===== src/rtl/tdg_pkg.sv =====
// ----------------------------------------------------------------------------
// tdg_pkg: shared types and constants of the thermal dvfs governor
// holds the operating point table, register map and configuration struct
// ----------------------------------------------------------------------------
package tdg_pkg;

  // default sizes
  localparam int ZONES_DEF  = 4;
  localparam int POINTS_DEF = 5;
  localparam int TABLE_ROWS = 5;

  // field widths
  localparam int FREQ_W  = 12;
  localparam int VOLT_W  = 11;
  localparam int PWR_W   = 11;
  localparam int PIDX_W  = 3;
  localparam int TEMP_W  = 19;
  localparam int HOT_W   = 18;
  localparam int CNT_W   = 32;
  localparam int CMP_W   = 20;
  localparam int ADDR_W  = 5;
  localparam int DATA_W  = 32;

  // register indexes
  localparam logic [2:0] REG_MAX_FREQ = 3'd0;
  localparam logic [2:0] REG_MIN_FREQ = 3'd1;
  localparam logic [2:0] REG_TARGET   = 3'd2;
  localparam logic [2:0] REG_THR_EN   = 3'd3;
  localparam logic [2:0] REG_VSCALE   = 3'd4;

  // register reset values
  localparam logic [FREQ_W-1:0]        MAX_FREQ_RST = 12'd1800;
  localparam logic [FREQ_W-1:0]        MIN_FREQ_RST = 12'd800;
  localparam logic signed [TEMP_W-1:0] TARGET_RST   = 19'sd75000;

  // operating point table, row 0 fastest
  localparam logic [FREQ_W-1:0] TBL_FREQ [TABLE_ROWS] =
    '{12'd2400, 12'd1800, 12'd1200, 12'd800, 12'd400};
  localparam logic [VOLT_W-1:0] TBL_VOLT [TABLE_ROWS] =
    '{11'd1100, 11'd1000, 11'd900, 11'd800, 11'd700};
  localparam logic signed [CMP_W-1:0] TBL_TMAX [TABLE_ROWS] =
    '{20'sd85000, 20'sd80000, 20'sd75000, 20'sd70000, 20'sd65000};
  localparam logic [PWR_W-1:0] TBL_PWR [TABLE_ROWS] =
    '{11'd1320, 11'd900, 11'd540, 11'd320, 11'd140};

  // configuration seen by the sequencer
  typedef struct packed {
    logic [FREQ_W-1:0]        max_freq;
    logic [FREQ_W-1:0]        min_freq;
    logic signed [TEMP_W-1:0] target;
    logic                     thr_en;
    logic                     vscale_en;
  } tdg_cfg_t;

endpackage


===== src/rtl/tdg_regs.sv =====
// ----------------------------------------------------------------------------
// tdg_regs: configuration registers
// apb-style write and read access to the five governor registers
// ----------------------------------------------------------------------------
module tdg_regs (
  input  logic                        clk_i,
  input  logic                        rst_ni,
  input  logic                        psel_i,
  input  logic                        penable_i,
  input  logic                        pwrite_i,
  input  logic [tdg_pkg::ADDR_W-1:0]  paddr_i,
  input  logic [tdg_pkg::DATA_W-1:0]  pwdata_i,
  output logic [tdg_pkg::DATA_W-1:0]  prdata_o,
  output logic                        pready_o,
  output tdg_pkg::tdg_cfg_t           cfg_o
);
  import tdg_pkg::*;

  tdg_cfg_t   cfg_q, cfg_d;
  logic       wr_en;
  logic [2:0] reg_idx;

  assign reg_idx  = paddr_i[ADDR_W-1:2];
  assign wr_en    = psel_i & penable_i & pwrite_i;
  assign pready_o = 1'b1;
  assign cfg_o    = cfg_q;

  // write decode
  always_comb begin
    cfg_d = cfg_q;
    if (wr_en) begin
      case (reg_idx)
        REG_MAX_FREQ: cfg_d.max_freq  = pwdata_i[FREQ_W-1:0];
        REG_MIN_FREQ: cfg_d.min_freq  = pwdata_i[FREQ_W-1:0];
        REG_TARGET:   cfg_d.target    = $signed(pwdata_i[TEMP_W-1:0]);
        REG_THR_EN:   cfg_d.thr_en    = pwdata_i[0];
        REG_VSCALE:   cfg_d.vscale_en = pwdata_i[0];
        default:      cfg_d = cfg_q;
      endcase
    end
  end

  always_ff @(posedge clk_i or negedge rst_ni) begin
    if (!rst_ni) begin
      cfg_q.max_freq  <= MAX_FREQ_RST;
      cfg_q.min_freq  <= MIN_FREQ_RST;
      cfg_q.target    <= TARGET_RST;
      cfg_q.thr_en    <= 1'b1;
      cfg_q.vscale_en <= 1'b1;
    end else begin
      cfg_q <= cfg_d;
    end
  end

  // read mux
  always_comb begin
    case (reg_idx)
      REG_MAX_FREQ: prdata_o = {{(DATA_W-FREQ_W){1'b0}}, cfg_q.max_freq};
      REG_MIN_FREQ: prdata_o = {{(DATA_W-FREQ_W){1'b0}}, cfg_q.min_freq};
      REG_TARGET:   prdata_o = {{(DATA_W-TEMP_W){cfg_q.target[TEMP_W-1]}}, cfg_q.target};
      REG_THR_EN:   prdata_o = {{(DATA_W-1){1'b0}}, cfg_q.thr_en};
      REG_VSCALE:   prdata_o = {{(DATA_W-1){1'b0}}, cfg_q.vscale_en};
      default:      prdata_o = '0;
    endcase
  end

endmodule


===== src/rtl/thermal_dvfs_governor.sv =====
// ----------------------------------------------------------------------------
// thermal_dvfs_governor: zone temperature tracking and dvfs point selection
// a sensor write lands in the zone store; a tick runs the zone scan, the throttle
// test, the point search when throttled, the target check and the lookup, one
// compare per cycle on the shared signed comparator; a stalled result slot holds
// the tick in its finish state and no new item is taken until the result is handed over.
// reset clears zone readings, operating point and event count at once and
// loads the register defaults; there is no clearing pass.
// ----------------------------------------------------------------------------
module thermal_dvfs_governor #(
  parameter int ZONES  = tdg_pkg::ZONES_DEF,
  parameter int POINTS = tdg_pkg::POINTS_DEF
) (
  input  logic                               clk_i,
  input  logic                               rst_ni,
  // apb configuration
  input  logic                               psel,
  input  logic                               penable,
  input  logic                               pwrite,
  input  logic [tdg_pkg::ADDR_W-1:0]         paddr,
  input  logic [tdg_pkg::DATA_W-1:0]         pwdata,
  output logic [tdg_pkg::DATA_W-1:0]         prdata,
  output logic                               pready,
  // input channel
  input  logic                               in_valid_i,
  output logic                               in_ready_o,
  input  logic                               action_i,
  input  logic [1:0]                         zone_i,
  input  logic signed [tdg_pkg::TEMP_W-1:0]  temp_i,
  input  logic                               valid_req_i,
  // output channel
  output logic                               out_valid_o,
  input  logic                               out_ready_i,
  output logic [tdg_pkg::FREQ_W-1:0]         cur_freq_o,
  output logic [tdg_pkg::VOLT_W-1:0]         cur_volt_o,
  output logic [tdg_pkg::PWR_W-1:0]          cur_power_o,
  output logic [tdg_pkg::PIDX_W-1:0]         point_index_o,
  output logic                               throttled_o,
  output logic [tdg_pkg::HOT_W-1:0]          hottest_temp_o,
  output logic [tdg_pkg::CNT_W-1:0]          throttle_count_o
);
  import tdg_pkg::*;

  localparam int ZW = (ZONES > 1) ? $clog2(ZONES) : 1;
  localparam int CW = (ZW > PIDX_W) ? ZW : PIDX_W;
  localparam int NP = (POINTS < TABLE_ROWS) ? POINTS : TABLE_ROWS;
  localparam logic [CW-1:0] ZONE_LAST  = CW'(ZONES - 1);
  localparam logic [CW-1:0] POINT_LAST = CW'(NP - 1);

  // sequencer states
  localparam logic [2:0] S_IDLE  = 3'd0;
  localparam logic [2:0] S_SCAN  = 3'd1;
  localparam logic [2:0] S_THR   = 3'd2;
  localparam logic [2:0] S_SRCH  = 3'd3;
  localparam logic [2:0] S_CHK   = 3'd4;
  localparam logic [2:0] S_MATCH = 3'd5;
  localparam logic [2:0] S_FIN   = 3'd6;

  tdg_cfg_t cfg;

  logic [2:0]        state_q, state_d;
  logic [CW-1:0]     cnt_q, cnt_d;
  logic [HOT_W-1:0]  hot_q, hot_d;
  logic [FREQ_W-1:0] tgt_q, tgt_d;
  logic              thr_q, thr_d;

  logic [HOT_W-1:0]  zone_temp_q [ZONES];
  logic [ZONES-1:0]  zone_valid_q;

  logic [FREQ_W-1:0] cur_freq_q, cur_freq_d;
  logic [VOLT_W-1:0] cur_volt_q, cur_volt_d;
  logic [PWR_W-1:0]  cur_pwr_q, cur_pwr_d;
  logic [PIDX_W-1:0] cur_pt_q, cur_pt_d;
  logic [CNT_W-1:0]  events_q, events_d;

  logic              out_valid_q, out_valid_d;
  logic              out_load;
  logic              in_xfer;

  logic signed [CMP_W-1:0] cmp_a, cmp_b;
  logic                    cmp_gt, cmp_eq;
  logic [ZW-1:0]           zidx;
  logic [PIDX_W-1:0]       pidx;

  tdg_regs u_regs (
    .clk_i     (clk_i),
    .rst_ni    (rst_ni),
    .psel_i    (psel),
    .penable_i (penable),
    .pwrite_i  (pwrite),
    .paddr_i   (paddr),
    .pwdata_i  (pwdata),
    .prdata_o  (prdata),
    .pready_o  (pready),
    .cfg_o     (cfg)
  );

  assign in_ready_o = (state_q == S_IDLE);
  assign in_xfer    = in_valid_i & in_ready_o;
  assign zidx       = cnt_q[ZW-1:0];
  assign pidx       = cnt_q[PIDX_W-1:0];

  // sensor writes land in the zone store
  always_ff @(posedge clk_i or negedge rst_ni) begin
    if (!rst_ni) begin
      zone_valid_q <= '0;
      for (int z = 0; z < ZONES; z++) begin
        zone_temp_q[z] <= '0;
      end
    end else if (in_xfer && !action_i) begin
      for (int z = 0; z < ZONES; z++) begin
        if (32'(zone_i) == z) begin
          zone_temp_q[z]  <= temp_i[TEMP_W-1] ? '0 : temp_i[HOT_W-1:0];
          zone_valid_q[z] <= valid_req_i;
        end
      end
    end
  end

  // operand select for the shared comparator
  always_comb begin
    case (state_q)
      S_SCAN: begin
        cmp_a = $signed({2'b00, zone_temp_q[zidx]});
        cmp_b = $signed({2'b00, hot_q});
      end
      S_THR: begin
        cmp_a = $signed({2'b00, hot_q});
        cmp_b = $signed({cfg.target[TEMP_W-1], cfg.target});
      end
      S_SRCH: begin
        cmp_a = $signed({2'b00, hot_q});
        cmp_b = TBL_TMAX[pidx];
      end
      S_CHK: begin
        cmp_a = $signed({{(CMP_W-FREQ_W){1'b0}}, tgt_q});
        cmp_b = $signed({{(CMP_W-FREQ_W){1'b0}}, cur_freq_q});
      end
      S_MATCH: begin
        cmp_a = $signed({{(CMP_W-FREQ_W){1'b0}}, tgt_q});
        cmp_b = $signed({{(CMP_W-FREQ_W){1'b0}}, TBL_FREQ[pidx]});
      end
      default: begin
        cmp_a = '0;
        cmp_b = '0;
      end
    endcase
  end

  assign cmp_gt = (cmp_a > cmp_b);
  assign cmp_eq = (cmp_a == cmp_b);

  // sequencer
  always_comb begin
    state_d     = state_q;
    cnt_d       = cnt_q;
    hot_d       = hot_q;
    tgt_d       = tgt_q;
    thr_d       = thr_q;
    cur_freq_d  = cur_freq_q;
    cur_volt_d  = cur_volt_q;
    cur_pwr_d   = cur_pwr_q;
    cur_pt_d    = cur_pt_q;
    events_d    = events_q;
    out_load    = 1'b0;
    out_valid_d = out_valid_q & ~out_ready_i;
    case (state_q)
      S_IDLE: begin
        if (in_xfer && action_i) begin
          hot_d   = '0;
          cnt_d   = '0;
          state_d = S_SCAN;
        end
      end
      // one zone per cycle, keep the hottest valid reading
      S_SCAN: begin
        if (zone_valid_q[zidx] && cmp_gt) begin
          hot_d = zone_temp_q[zidx];
        end
        if (cnt_q == ZONE_LAST) begin
          state_d = S_THR;
        end else begin
          cnt_d = cnt_q + 1'b1;
        end
      end
      S_THR: begin
        thr_d = cfg.thr_en & cmp_gt;
        if (cfg.thr_en && cmp_gt) begin
          events_d = events_q + 1'b1;
          cnt_d    = POINT_LAST;
          state_d  = S_SRCH;
        end else begin
          tgt_d   = cfg.max_freq;
          state_d = S_CHK;
        end
      end
      // slowest point upward, first one that fits
      S_SRCH: begin
        if (!cmp_gt && (TBL_FREQ[pidx] <= cfg.max_freq)) begin
          tgt_d   = TBL_FREQ[pidx];
          state_d = S_CHK;
        end else if (cnt_q == '0) begin
          tgt_d   = cfg.min_freq;
          state_d = S_CHK;
        end else begin
          cnt_d = cnt_q - 1'b1;
        end
      end
      S_CHK: begin
        cnt_d   = '0;
        state_d = cmp_eq ? S_FIN : S_MATCH;
      end
      // look the target up from the fastest point
      S_MATCH: begin
        if (cmp_eq) begin
          cur_freq_d = TBL_FREQ[pidx];
          cur_pwr_d  = TBL_PWR[pidx];
          cur_pt_d   = pidx;
          if (cfg.vscale_en) begin
            cur_volt_d = TBL_VOLT[pidx];
          end
          state_d = S_FIN;
        end else if (cnt_q == POINT_LAST) begin
          state_d = S_FIN;
        end else begin
          cnt_d = cnt_q + 1'b1;
        end
      end
      // hand the result over once the output slot is free
      S_FIN: begin
        if (!out_valid_q || out_ready_i) begin
          out_load    = 1'b1;
          out_valid_d = 1'b1;
          state_d     = S_IDLE;
        end
      end
      default: state_d = S_IDLE;
    endcase
  end

  always_ff @(posedge clk_i or negedge rst_ni) begin
    if (!rst_ni) begin
      state_q     <= S_IDLE;
      cnt_q       <= '0;
      out_valid_q <= 1'b0;
      cur_freq_q  <= '0;
      cur_volt_q  <= '0;
      cur_pwr_q   <= '0;
      cur_pt_q    <= '0;
      events_q    <= '0;
    end else begin
      state_q     <= state_d;
      cnt_q       <= cnt_d;
      out_valid_q <= out_valid_d;
      cur_freq_q  <= cur_freq_d;
      cur_volt_q  <= cur_volt_d;
      cur_pwr_q   <= cur_pwr_d;
      cur_pt_q    <= cur_pt_d;
      events_q    <= events_d;
    end
  end

  // working registers
  always_ff @(posedge clk_i) begin
    hot_q <= hot_d;
    tgt_q <= tgt_d;
    thr_q <= thr_d;
  end

  // output register
  always_ff @(posedge clk_i) begin
    if (out_load) begin
      cur_freq_o       <= cur_freq_q;
      cur_volt_o       <= cur_volt_q;
      cur_power_o      <= cur_pwr_q;
      point_index_o    <= cur_pt_q;
      throttled_o      <= thr_q;
      hottest_temp_o   <= hot_q;
      throttle_count_o <= events_q;
    end
  end

  assign out_valid_o = out_valid_q;

endmodule


===== config.mk =====
export PLATFORM = sky130hd
export DESIGN_NAME = thermal_dvfs_governor
export DESIGN_NICKNAME = d
export VERILOG_FILES = /design/src/rtl/tdg_pkg.sv /design/src/rtl/tdg_regs.sv /design/src/rtl/thermal_dvfs_governor.sv
export SDC_FILE = /design/constraint.sdc
export NUM_CORES = 1
export LEC_CHECK = 0
export BUFFER_PORTS_ARGS = -buffer_cell sky130_fd_sc_hd__buf_4
export CAP_MARGIN = 5
export CELL_PAD_IN_SITES_DETAIL_PLACEMENT = 2
export CELL_PAD_IN_SITES_GLOBAL_PLACEMENT = 2
export CORE_MARGIN = 2
export CORE_UTILIZATION = 35
export CTS_CLUSTER_DIAMETER = 200
export CTS_CLUSTER_SIZE = 12
export DETAILED_ROUTE_END_ITERATION = 12
export PLACE_DENSITY = 0.83
export SLEW_MARGIN = 5
export SYNTH_ARGS = -nofsm -noshare
export SYNTH_HDL_FRONTEND = slang
export SYNTH_HIERARCHICAL = 1
export SYNTH_SLANG_ARGS = --single-unit

===== constraint.sdc =====
create_clock -name clk_i -period 7.15 [get_ports clk_i]
set_input_delay 1.0725 -clock clk_i [delete_from_list [all_inputs] [get_ports clk_i]]
set_output_delay 1.0725 -clock clk_i [all_outputs]
set_load 0.1 [all_outputs]

==> qor.csv, run 1 <==
stage,metric,value,unit
sta,maxSlewViolCount,0,
sta,finalHoldViolations,0,
routing,wirelength,42200,um
pwr,power.sequential.fraction,0.367,
synthesis,netlist_top_cells_area,"sky130_fd_sc_hd__dfrtp_1 30%, sky130_fd_sc_hd__edfxtp_1 23%, sky130_fd_sc_hd__nand2_1 3.8%",
die,die_width,203,um
cells_and_area,sequential_cell_area,7860,um^2
worst_setup_path,reg2reg_from,state_q[1],
sta,worst_slew_margin_rel,0.193,
cells_and_area,final_core_utilization,0.414,
worst_setup_path,end_kind,flop,
placement,portbufs,166,
worst_setup_path,cp_data_arrival_time,5.95,ns
die,initial_core_util,0.352,
cells_and_area,layout.cells.most_common,sky130_fd_sc_hd__buf_4,
clocking,clockRootBuffer,sky130_fd_sc_hd__clkbuf_16,
worst_hold_path,min_path_type,flop to flop,
worst_setup_path,setup.worst_path.start_class,flop,
synthesis,synth.ff_latch_count,292,
worst_setup_path,worstRegToRegCells,14,
grt,grt_max_degree,105,
placement,dp.final_hpwl,29800,um
sta,timing_worst_slew_pin_value,1.21,ns
clocking,clkTransAtPathRegs,0.07,ns
clocking,holdBufCountCts,0,
synthesis,edff_count_synth,107,
worst_hold_path,worst_hold_path.endpoint,throttled_o,
cells_and_area,finalNetCount,1413,
synthesis,synth_area_leader_cell,sky130_fd_sc_hd__dfrtp_1,
synthesis,ys.flop_type,sky130_fd_sc_hd__dfrtp_1,
clocking,clock_sink_count,292,
routing,wl_per_cell,22.8,um
worst_setup_path,cp_data_required_time,7.48,ns
cells_and_area,finish.instance_area,16300,um^2
routing,detail_route.vias_per_cell,5.28,
synthesis,synthesized_instance_count,1169,
die,die_area,41300,um^2
sta,finalSetupViolations,0,
placement,globalplace.congestion,0.848,
pwr,post-layout-total-power,7.00,mW
pwr,power.share.switching,0.427,
worst_hold_path,hold_sp,thr_q,
synthesis,syn-cell-area,13900,um^2
routing,drt-initial-drc-count,372,
sta,final.period_utilization,0.786,
worst_setup_path,critical_path_fanout_max,22,
cells_and_area,area_growth_syn_to_layout,17.6,%
die,die_height,203,um
cells_and_area,multiInputGateArea,5470,um^2
run,max_cap_viol_count,0,
routing,route.detailed.drc,0,
pwr,cellInternalPower,4.01,mW
grt,via_count_of_the_first_global_routing_pass,11100,
worst_setup_path,path_class,flop to flop,
grt,gr-total-overflow,0,
worst_setup_path,rr_endpoint,tgt_q[6],
status,status,completed,
synthesis,synth.lib_cells_used.distinct,69,
placement,cell_area_placed,15500,um^2
grt,globalRouteTotalUtil,0.206,
worst_setup_path,crit_path_start,state_q[1],
routing,detail-route-antenna-nets,0,
clocking,clock_tree.buffer_depth,3,
routing,total_via_count_in_the_routed_design,9775,
pwr,power_density,428,nW/um^2
sta,setup_tns,0,ns
cells_and_area,mostFrequentLayoutCells,"185 x sky130_fd_sc_hd__buf_4, 168 x sky130_fd_sc_hd__dfrtp_1, 142 x sky130_fd_sc_hd__nand2_1",
cells_and_area,fill_cells,4090,
grt,wire_length_of_the_first_global_routing_pass,66100,um
clocking,source_to_sink_clock_delay_at_the_later_pin_of_the_worst_skew_pair,0.56,ns
clocking,post_cts_resize_count,0,
clocking,htreeDepth,1,
die,placement_rows,73,
clocking,post_cts_buffers,0,
synthesis,async_reset_ff_frac,0.634,
sta,finalWorstPathRequiredPeriod,5.62,ns
worst_setup_path,ff2ff_setup_slack,1.53,ns
pwr,max-vdd-ir-drop,0.250,mV
clocking,tritoncts,yes,
pwr,pwr-share-comb,0.437,
worst_hold_path,min_delay_path_depth,0,
die,placeable_core_region,39500,um^2
synthesis,yosys.area.top_type_share,0.302,
grt,antenna_found_initial,1,
synthesis,yosysSeqAreaShare,0.566,
synthesis,synth-warning-count,6,
pwr,power.net_switching,2.99,mW
synthesis,synth.avg_cell_area,11.9,um^2
pwr,total_leakage_power,6.97,nW
clocking,cts_inserted_buffers,28,
die,ioPinCount,190,
sta,grt_setup_unrepaired,no,
sta,worst_setup_skew_after_layout,0.0169,ns
pwr,power.clock.fraction,0.196,
cells_and_area,post_route_cells_drive_above_1_share,0.257,
sta,max_freq,0.178,GHz
routing,detailedRoute.firstPassIterationCount,4,
state kept, by name, indices dropped and copies added (netlist names), 3 cells and up:
register / cells
zone_temp_q: 72
u_regs/cfg_o: 45
events_q: 32
throttle_count_o: 32
hot_q: 18
hottest_temp_o: 18
tgt_q: 12
cur_volt_o: 9
cur_volt_q: 9
cur_power_o: 8
cur_pwr_q: 8
cur_freq_o: 5
cur_freq_q: 5
zone_valid_q: 4
cnt_q: 3
cur_pt_q: 3
point_index_o: 3
state_q: 3
per-layer routing:
metal / up-vias / track usage / part of all wire
met2: 201 / 0.372 / 0.52
met1: 5085 / 0.259 / 0.42
li1: 4428 / - / -
met4: 0 / 0.0571 / 0.024
met5: - / 0 / 0
met3: 61 / 0.0244 / 0.037
cells in the mapped netlist (5+ instances only):
| master | count |
|---|---|
| sky130_fd_sc_hd__or2_2 | 13 |
| sky130_fd_sc_hd__o21ai_0 | 98 |
| sky130_fd_sc_hd__a21o_1 | 7 |
| sky130_fd_sc_hd__and2_1 | 15 |
| sky130_fd_sc_hd__clkbuf_1 | 44 |
| sky130_fd_sc_hd__o21a_1 | 12 |
| sky130_fd_sc_hd__o31ai_1 | 6 |
| sky130_fd_sc_hd__nor3_1 | 6 |
| sky130_fd_sc_hd__a41oi_1 | 6 |
| sky130_fd_sc_hd__edfxtp_1 | 107 |
| sky130_fd_sc_hd__dfstp_2 | 17 |
| sky130_fd_sc_hd__and3_1 | 25 |
| sky130_fd_sc_hd__o22ai_1 | 5 |
| sky130_fd_sc_hd__and4_1 | 9 |
| sky130_fd_sc_hd__a22oi_1 | 6 |
| sky130_fd_sc_hd__mux2i_1 | 43 |
| sky130_fd_sc_hd__nand2b_1 | 23 |
| sky130_fd_sc_hd__nor2_1 | 37 |
| sky130_fd_sc_hd__nand2_1 | 142 |
| sky130_fd_sc_hd__dfrtp_1 | 168 |
| sky130_fd_sc_hd__a31oi_1 | 5 |
| sky130_fd_sc_hd__a22o_1 | 13 |
| sky130_fd_sc_hd__nor2b_1 | 8 |
| sky130_fd_sc_hd__nand4_1 | 17 |
| sky130_fd_sc_hd__a31o_2 | 7 |
| sky130_fd_sc_hd__ha_1 | 39 |
| sky130_fd_sc_hd__xnor2_1 | 28 |
| sky130_fd_sc_hd__buf_4 | 29 |
| sky130_fd_sc_hd__nand3_1 | 23 |
| sky130_fd_sc_hd__mux2_2 | 45 |
| sky130_fd_sc_hd__mux4_2 | 19 |
| sky130_fd_sc_hd__buf_2 | 8 |
| sky130_fd_sc_hd__a21oi_1 | 36 |
| sky130_fd_sc_hd__inv_1 | 40 |
| sky130_fd_sc_hd__mux2_4 | 10 |
area by class of cell:
cell class | count | area share
clock inverter | 2 | 0.00153
tap | 525 | 0.0402
multi-input combinational | 756 | 0.335
antenna | 1 | 0.000153
timing repair buffer | 186 | 0.0856
inverter | 42 | 0.00964
sequential | 292 | 0.481
clock buffer | 47 | 0.0472
stage by stage:
| stage | std cells | worst slack, ns | hold slack (ns) |
|---|---|---|---|
| 2_1_floorplan | 1175 | 0.228 | 0.400 |
| 4_1_cts | 1850 | 1.58 | 0.438 |
| 3_3_place_gp | 1801 | 1.87 | 0.406 |
| 6_report | 1851 | 1.53 | 0.437 |
| 3_5_place_dp | 1801 | 1.68 | 0.422 |
| 5_1_grt | 1851 | 1.19 | 0.443 |
worst max-delay path, cell delays in order (launching register included):
cell and delay [ns]:
sky130_fd_sc_hd__dfrtp_1 0.36, sky130_fd_sc_hd__buf_4 0.19, sky130_fd_sc_hd__nand2b_1 0.33, sky130_fd_sc_hd__inv_1 0.63
sky130_fd_sc_hd__nand2_1 0.29, sky130_fd_sc_hd__nand2_1 0.64, sky130_fd_sc_hd__o21a_1 0.24, sky130_fd_sc_hd__ha_1 0.21
sky130_fd_sc_hd__nand4_1 0.16, sky130_fd_sc_hd__nor3_1 0.51, sky130_fd_sc_hd__a21boi_0 0.52, sky130_fd_sc_hd__nor4_4 0.19
sky130_fd_sc_hd__o22ai_4 0.60, sky130_fd_sc_hd__mux2i_1 0.16, sky130_fd_sc_hd__o21ai_0 0.34
logic make-up (layout without fill, tap and decap cells):
logic type                 Yosys count  in the layout  share of synthesized area
buffers and inverters              127            277                     0.0442
and+or+nand+nor                    334            334                      0.123
xor gates and xnor gates            31             31                     0.0195
DFF                                292            292                      0.566
AOI/OAI and AO/OA                  225            225                      0.101
muxes                              118            118                      0.110
adders and majority gates           40             40                     0.0365
other                                2              9                   0.000540
power groups by stage:
stage | registers, mW | clock network [mW] | logic (mW)
2_1_floorplan | 2.78 | 0 | 1.90
3_3_place_gp | 2.56 | 0 | 2.88
6_report | 2.57 | 1.37 | 3.06
5_1_grt | 2.62 | 1.47 | 3.32
3_5_place_dp | 2.60 | 0 | 3.02
4_1_cts | 2.57 | 1.41 | 3.07
how the worst max path moves through the flow:
stage,end
2_1_floorplan,hot_q[0]
3_3_place_gp,state_q[2]
3_5_place_dp,tgt_q[6]
4_1_cts,tgt_q[6]
5_1_grt,tgt_q[9]
6_report,tgt_q[6]
Note: power is estimated with default switching activity, not from simulation.
==> inputs of run 2 (changes only) <==
--- a/config.mk
+++ b/config.mk
@@ -5,12 +5,13 @@
 export SDC_FILE = /design/constraint.sdc
 export NUM_CORES = 1
 export LEC_CHECK = 0
+export ABC_AREA = 1
 export BUFFER_PORTS_ARGS = -buffer_cell sky130_fd_sc_hd__buf_4
 export CAP_MARGIN = 5
 export CELL_PAD_IN_SITES_DETAIL_PLACEMENT = 2
 export CELL_PAD_IN_SITES_GLOBAL_PLACEMENT = 2
 export CORE_MARGIN = 2
-export CORE_UTILIZATION = 35
+export CORE_UTILIZATION = 32
 export CTS_CLUSTER_DIAMETER = 200
 export CTS_CLUSTER_SIZE = 12
 export DETAILED_ROUTE_END_ITERATION = 12
==> constraint.sdc (replaced) <==
create_clock -name clk_i -period 5.1 [get_ports clk_i]
set_input_delay 0.765 -clock clk_i [delete_from_list [all_inputs] [get_ports clk_i]]
set_output_delay 0.765 -clock clk_i [all_outputs]
set_load 0.1 [all_outputs]
==> run 2 against run 1 <==
Clock skew fell by 0.0015 ns. Global-route usage rose by 0.61 points. Sequential share of layout area fell by 1.7 points. Core utilization fell by 3.2 points. Synthesized cell count rose by 37%. Largest cell class unchanged. Final cell count rose by 27%. Maximum frequency rose by 30%.
==> qor.csv, run 2 <==
stage,metric,value,unit,change
worst_setup_path,worstRegToRegCells,14,,unchanged
run,max_cap_viol_count,0,,unchanged
cells_and_area,mostFrequentLayoutCells,"422 x sky130_fd_sc_hd__nand2_1, 184 x sky130_fd_sc_hd__buf_4, 168 x sky130_fd_sc_hd__dfrtp_1",,
grt,via_count_of_the_first_global_routing_pass,13200,,+18%
synthesis,synth_area_leader_cell,sky130_fd_sc_hd__dfrtp_1,,
synthesis,async_reset_ff_frac,0.634,,unchanged
synthesis,synth.avg_cell_area,9.03,um^2,-24%
worst_setup_path,cp_data_arrival_time,4.58,ns,-1.37 ns
placement,globalplace.congestion,0.867,,+2.3%
die,ioPinCount,190,,unchanged
routing,drt-initial-drc-count,614,,+65%
die,die_width,216,um,+6.4%
grt,gr-total-overflow,0,,unchanged
clocking,tritoncts,yes,,
die,die_height,216,um,+6.4%
routing,detail_route.vias_per_cell,5.11,,-3.2%
synthesis,synth.lib_cells_used.distinct,55,,-20%
routing,detailedRoute.firstPassIterationCount,4,,unchanged
worst_setup_path,cp_data_required_time,5.37,ns,-2.11 ns
pwr,post-layout-total-power,9.33,mW,+33%
sta,worst_setup_skew_after_layout,0.0154,ns,-0.00147 ns
worst_setup_path,rr_endpoint,tgt_q[1],,
worst_hold_path,min_path_type,primary input to asynchronous set/reset pin,,
sta,worst_slew_margin_rel,0.322,,+0.129
placement,count_of_placed_standard_cells_including_taps,2292,,+27%
pwr,power_density,551,nW/um^2,+29%
placement,dp.final_hpwl,35100,um,+18%
grt,globalRouteTotalUtil,0.212,,+0.00608
clocking,clkTransAtPathRegs,0.06,ns,about the same
synthesis,yosys.cell_count.top_type,sky130_fd_sc_hd__nand2_1,,
cells_and_area,regMostFlops,zone_temp_q,,
cells_and_area,final_core_utilization,0.382,,-0.0322
cells_and_area,number_of_inserted_diodes,0,,-1
sta,max_freq,0.232,GHz,+30%
clocking,clock_tree.buffer_depth,3,,unchanged
worst_setup_path,ff2ff_setup_slack,0.78,ns,-0.75 ns
worst_setup_path,end_kind,flop,,
cells_and_area,multiInputGateArea,5370,um^2,-1.8%
synthesis,netlist_top_cells_area,"sky130_fd_sc_hd__dfrtp_1 29%, sky130_fd_sc_hd__edfxtp_1 22%, sky130_fd_sc_hd__nand2_1 11%",,
grt,wire_length_of_the_first_global_routing_pass,77100,um,+17%
sta,finalSetupViolations,0,,unchanged
sta,final.period_utilization,0.846,,+0.0606
routing,detail-route-antenna-nets,0,,unchanged
clocking,post_cts_buffers,0,,unchanged
cells_and_area,finalNetCount,1837,,+30%
routing,route.detailed.drc,0,,unchanged
synthesis,yosys.area.top_type_share,0.292,,-0.0107
clocking,post_cts_resize_count,0,,unchanged
clocking,htreeDepth,1,,unchanged
cells_and_area,max_ffs_per_register,72,,unchanged
worst_setup_path,path_class,flop to flop,,
sta,setup_tns,0,ns,unchanged
synthesis,ys.flop_type,sky130_fd_sc_hd__dfrtp_1,,
cells_and_area,layoutNonFillerInstCount,2343,,+27%
clocking,source_to_sink_clock_delay_at_the_later_pin_of_the_worst_skew_pair,0.57,ns,about the same
grt,grt_max_degree,113,,+7.6%
clocking,clockRootBuffer,sky130_fd_sc_hd__clkbuf_16,,
cells_and_area,post_route_cells_drive_above_1_share,0.170,,-0.0864
cells_and_area,area_growth_syn_to_layout,17.5,%,about the same
die,initial_core_util,0.325,,-0.0272
routing,total_via_count_in_the_routed_design,12000,,+23%
grt,antenna_found_initial,0,,-1
cells_and_area,sequential_cell_area,7860,um^2,unchanged
routing,wl_per_cell,21.2,um,-7.2%
sta,finalWorstPathRequiredPeriod,4.32,ns,-1.30 ns
die,die_area,46800,um^2,+13%
synthesis,synthesized_instance_count,1596,,+37%
placement,portbufs,166,,unchanged
die,placeable_core_region,44300,um^2,+12%
sta,maxSlewViolCount,0,,unchanged
pwr,max-vdd-ir-drop,0.261,mV,+4.7%
cells_and_area,layout.cells.most_common,sky130_fd_sc_hd__nand2_1,,
clocking,holdBufCountCts,0,,unchanged
pwr,total_leakage_power,7.70,nW,+10%
cells_and_area,fill_cells,4957,,+21%
synthesis,synth.ff_latch_count,292,,unchanged
synthesis,edff_count_synth,107,,unchanged
synthesis,yosysSeqAreaShare,0.546,,-0.0200
synthesis,synth-warning-count,6,,unchanged
worst_setup_path,reg2reg_from,state_q[2],,
worst_setup_path,critical_path_fanout_max,15,,-32%
sta,finalHoldWorstSlack,0.201,ns,-0.236 ns
sta,finalHoldViolations,0,,unchanged
sta,grt_setup_unrepaired,no,,
sta,timing_worst_slew_pin_value,1.02,ns,-0.190 ns
status,status,completed,,
die,placement_rows,77,,+5.5%
worst_setup_path,setup.worst_path.start_class,flop,,
clocking,clock_sink_count,292,,unchanged
clocking,cts_inserted_buffers,28,,unchanged
routing,wirelength,49600,um,+17%
synthesis,synth.top_cells.by_count,"422 x sky130_fd_sc_hd__nand2_1, 168 x sky130_fd_sc_hd__dfrtp_1, 162 x sky130_fd_sc_hd__inv_1, 122 x sky130_fd_sc_hd__o21ai_0, 110 x sky130_fd_sc_hd__nor2_1",,
synthesis,syn-cell-area,14400,um^2,+3.7%
-- run 2: critical path, cell delays in order, from the launching register on --
cell	delay, ns
sky130_fd_sc_hd__dfrtp_1	0.79
sky130_fd_sc_hd__inv_2	0.17
sky130_fd_sc_hd__nand2_2	0.34
sky130_fd_sc_hd__buf_4	0.28
sky130_fd_sc_hd__a21oi_1	0.12
sky130_fd_sc_hd__a221oi_1	0.37
sky130_fd_sc_hd__nor2_1	0.11
sky130_fd_sc_hd__ha_1	0.34
sky130_fd_sc_hd__nand4_1	0.16
sky130_fd_sc_hd__nor3b_2	0.38
sky130_fd_sc_hd__nand2_2	0.18
sky130_fd_sc_hd__nand2_4	0.15
sky130_fd_sc_hd__nand2_4	0.15
sky130_fd_sc_hd__a22oi_2	0.21
sky130_fd_sc_hd__buf_4	0.24
-- run 2: area by class of cell --
class / count / share of cell area
Clock buffer: 50 / 0.0475
Clock inverter: 1 / 0.000517
Inverter: 174 / 0.0386
Multi-Input combinational cell: 1044 / 0.317
Sequential cell: 292 / 0.464
Tap cell: 592 / 0.0437
Timing Repair Buffer: 190 / 0.0881
-- run 2: report_power, final --
group	leakage [nW]	switching [mW]	internal [mW]
sequential	3.40	0.412	3.15
combinational	3.92	2.69	1.08
clock	0.387	0.937	1.06
total	7.70	4.04	5.29
-- run 2: metal layers --
metal | share of wire | global-route usage | up-vias
met5 | 0 | 0 | -
met4 | 0.041 | 0.0817 | 0
met3 | 0.033 | 0.0251 | 98
met2 | 0.52 | 0.387 | 253
met1 | 0.41 | 0.254 | 6147
li1 | - | - | 5481
-- run 2: worst max path at each step --
stage,from,end,slack [ns],cells after the start
2_1_floorplan,out_valid_o,cur_freq_o[3],0.01,1
3_3_place_gp,state_q[2],tgt_q[1],1.04,18
3_5_place_dp,state_q[2],tgt_q[1],0.91,18
4_1_cts,state_q[2],tgt_q[1],0.82,14
5_1_grt,state_q[2],tgt_q[7],0.49,18
6_report,state_q[2],tgt_q[1],0.78,14
-- run 2: kinds of logic after synthesis --
group,after synthesis,synth area share
and+or+nand+nor,664,0.197
AOI/OAI and AO/OA,303,0.119
DFF,292,0.546
buffers and inverters,266,0.0849
adders and majority gates,40,0.0352
xor gates and xnor gates,29,0.0176
other,2,0.000521
-- run 2: through the flow --
step / setup WS, ns / cell area, um^2
2_1_floorplan: 0.0140 / 14400
3_3_place_gp: 1.04 / 16100
3_5_place_dp: 0.908 / 16100
4_1_cts: 0.818 / 16900
5_1_grt: 0.487 / 16900
6_report: 0.784 / 16900
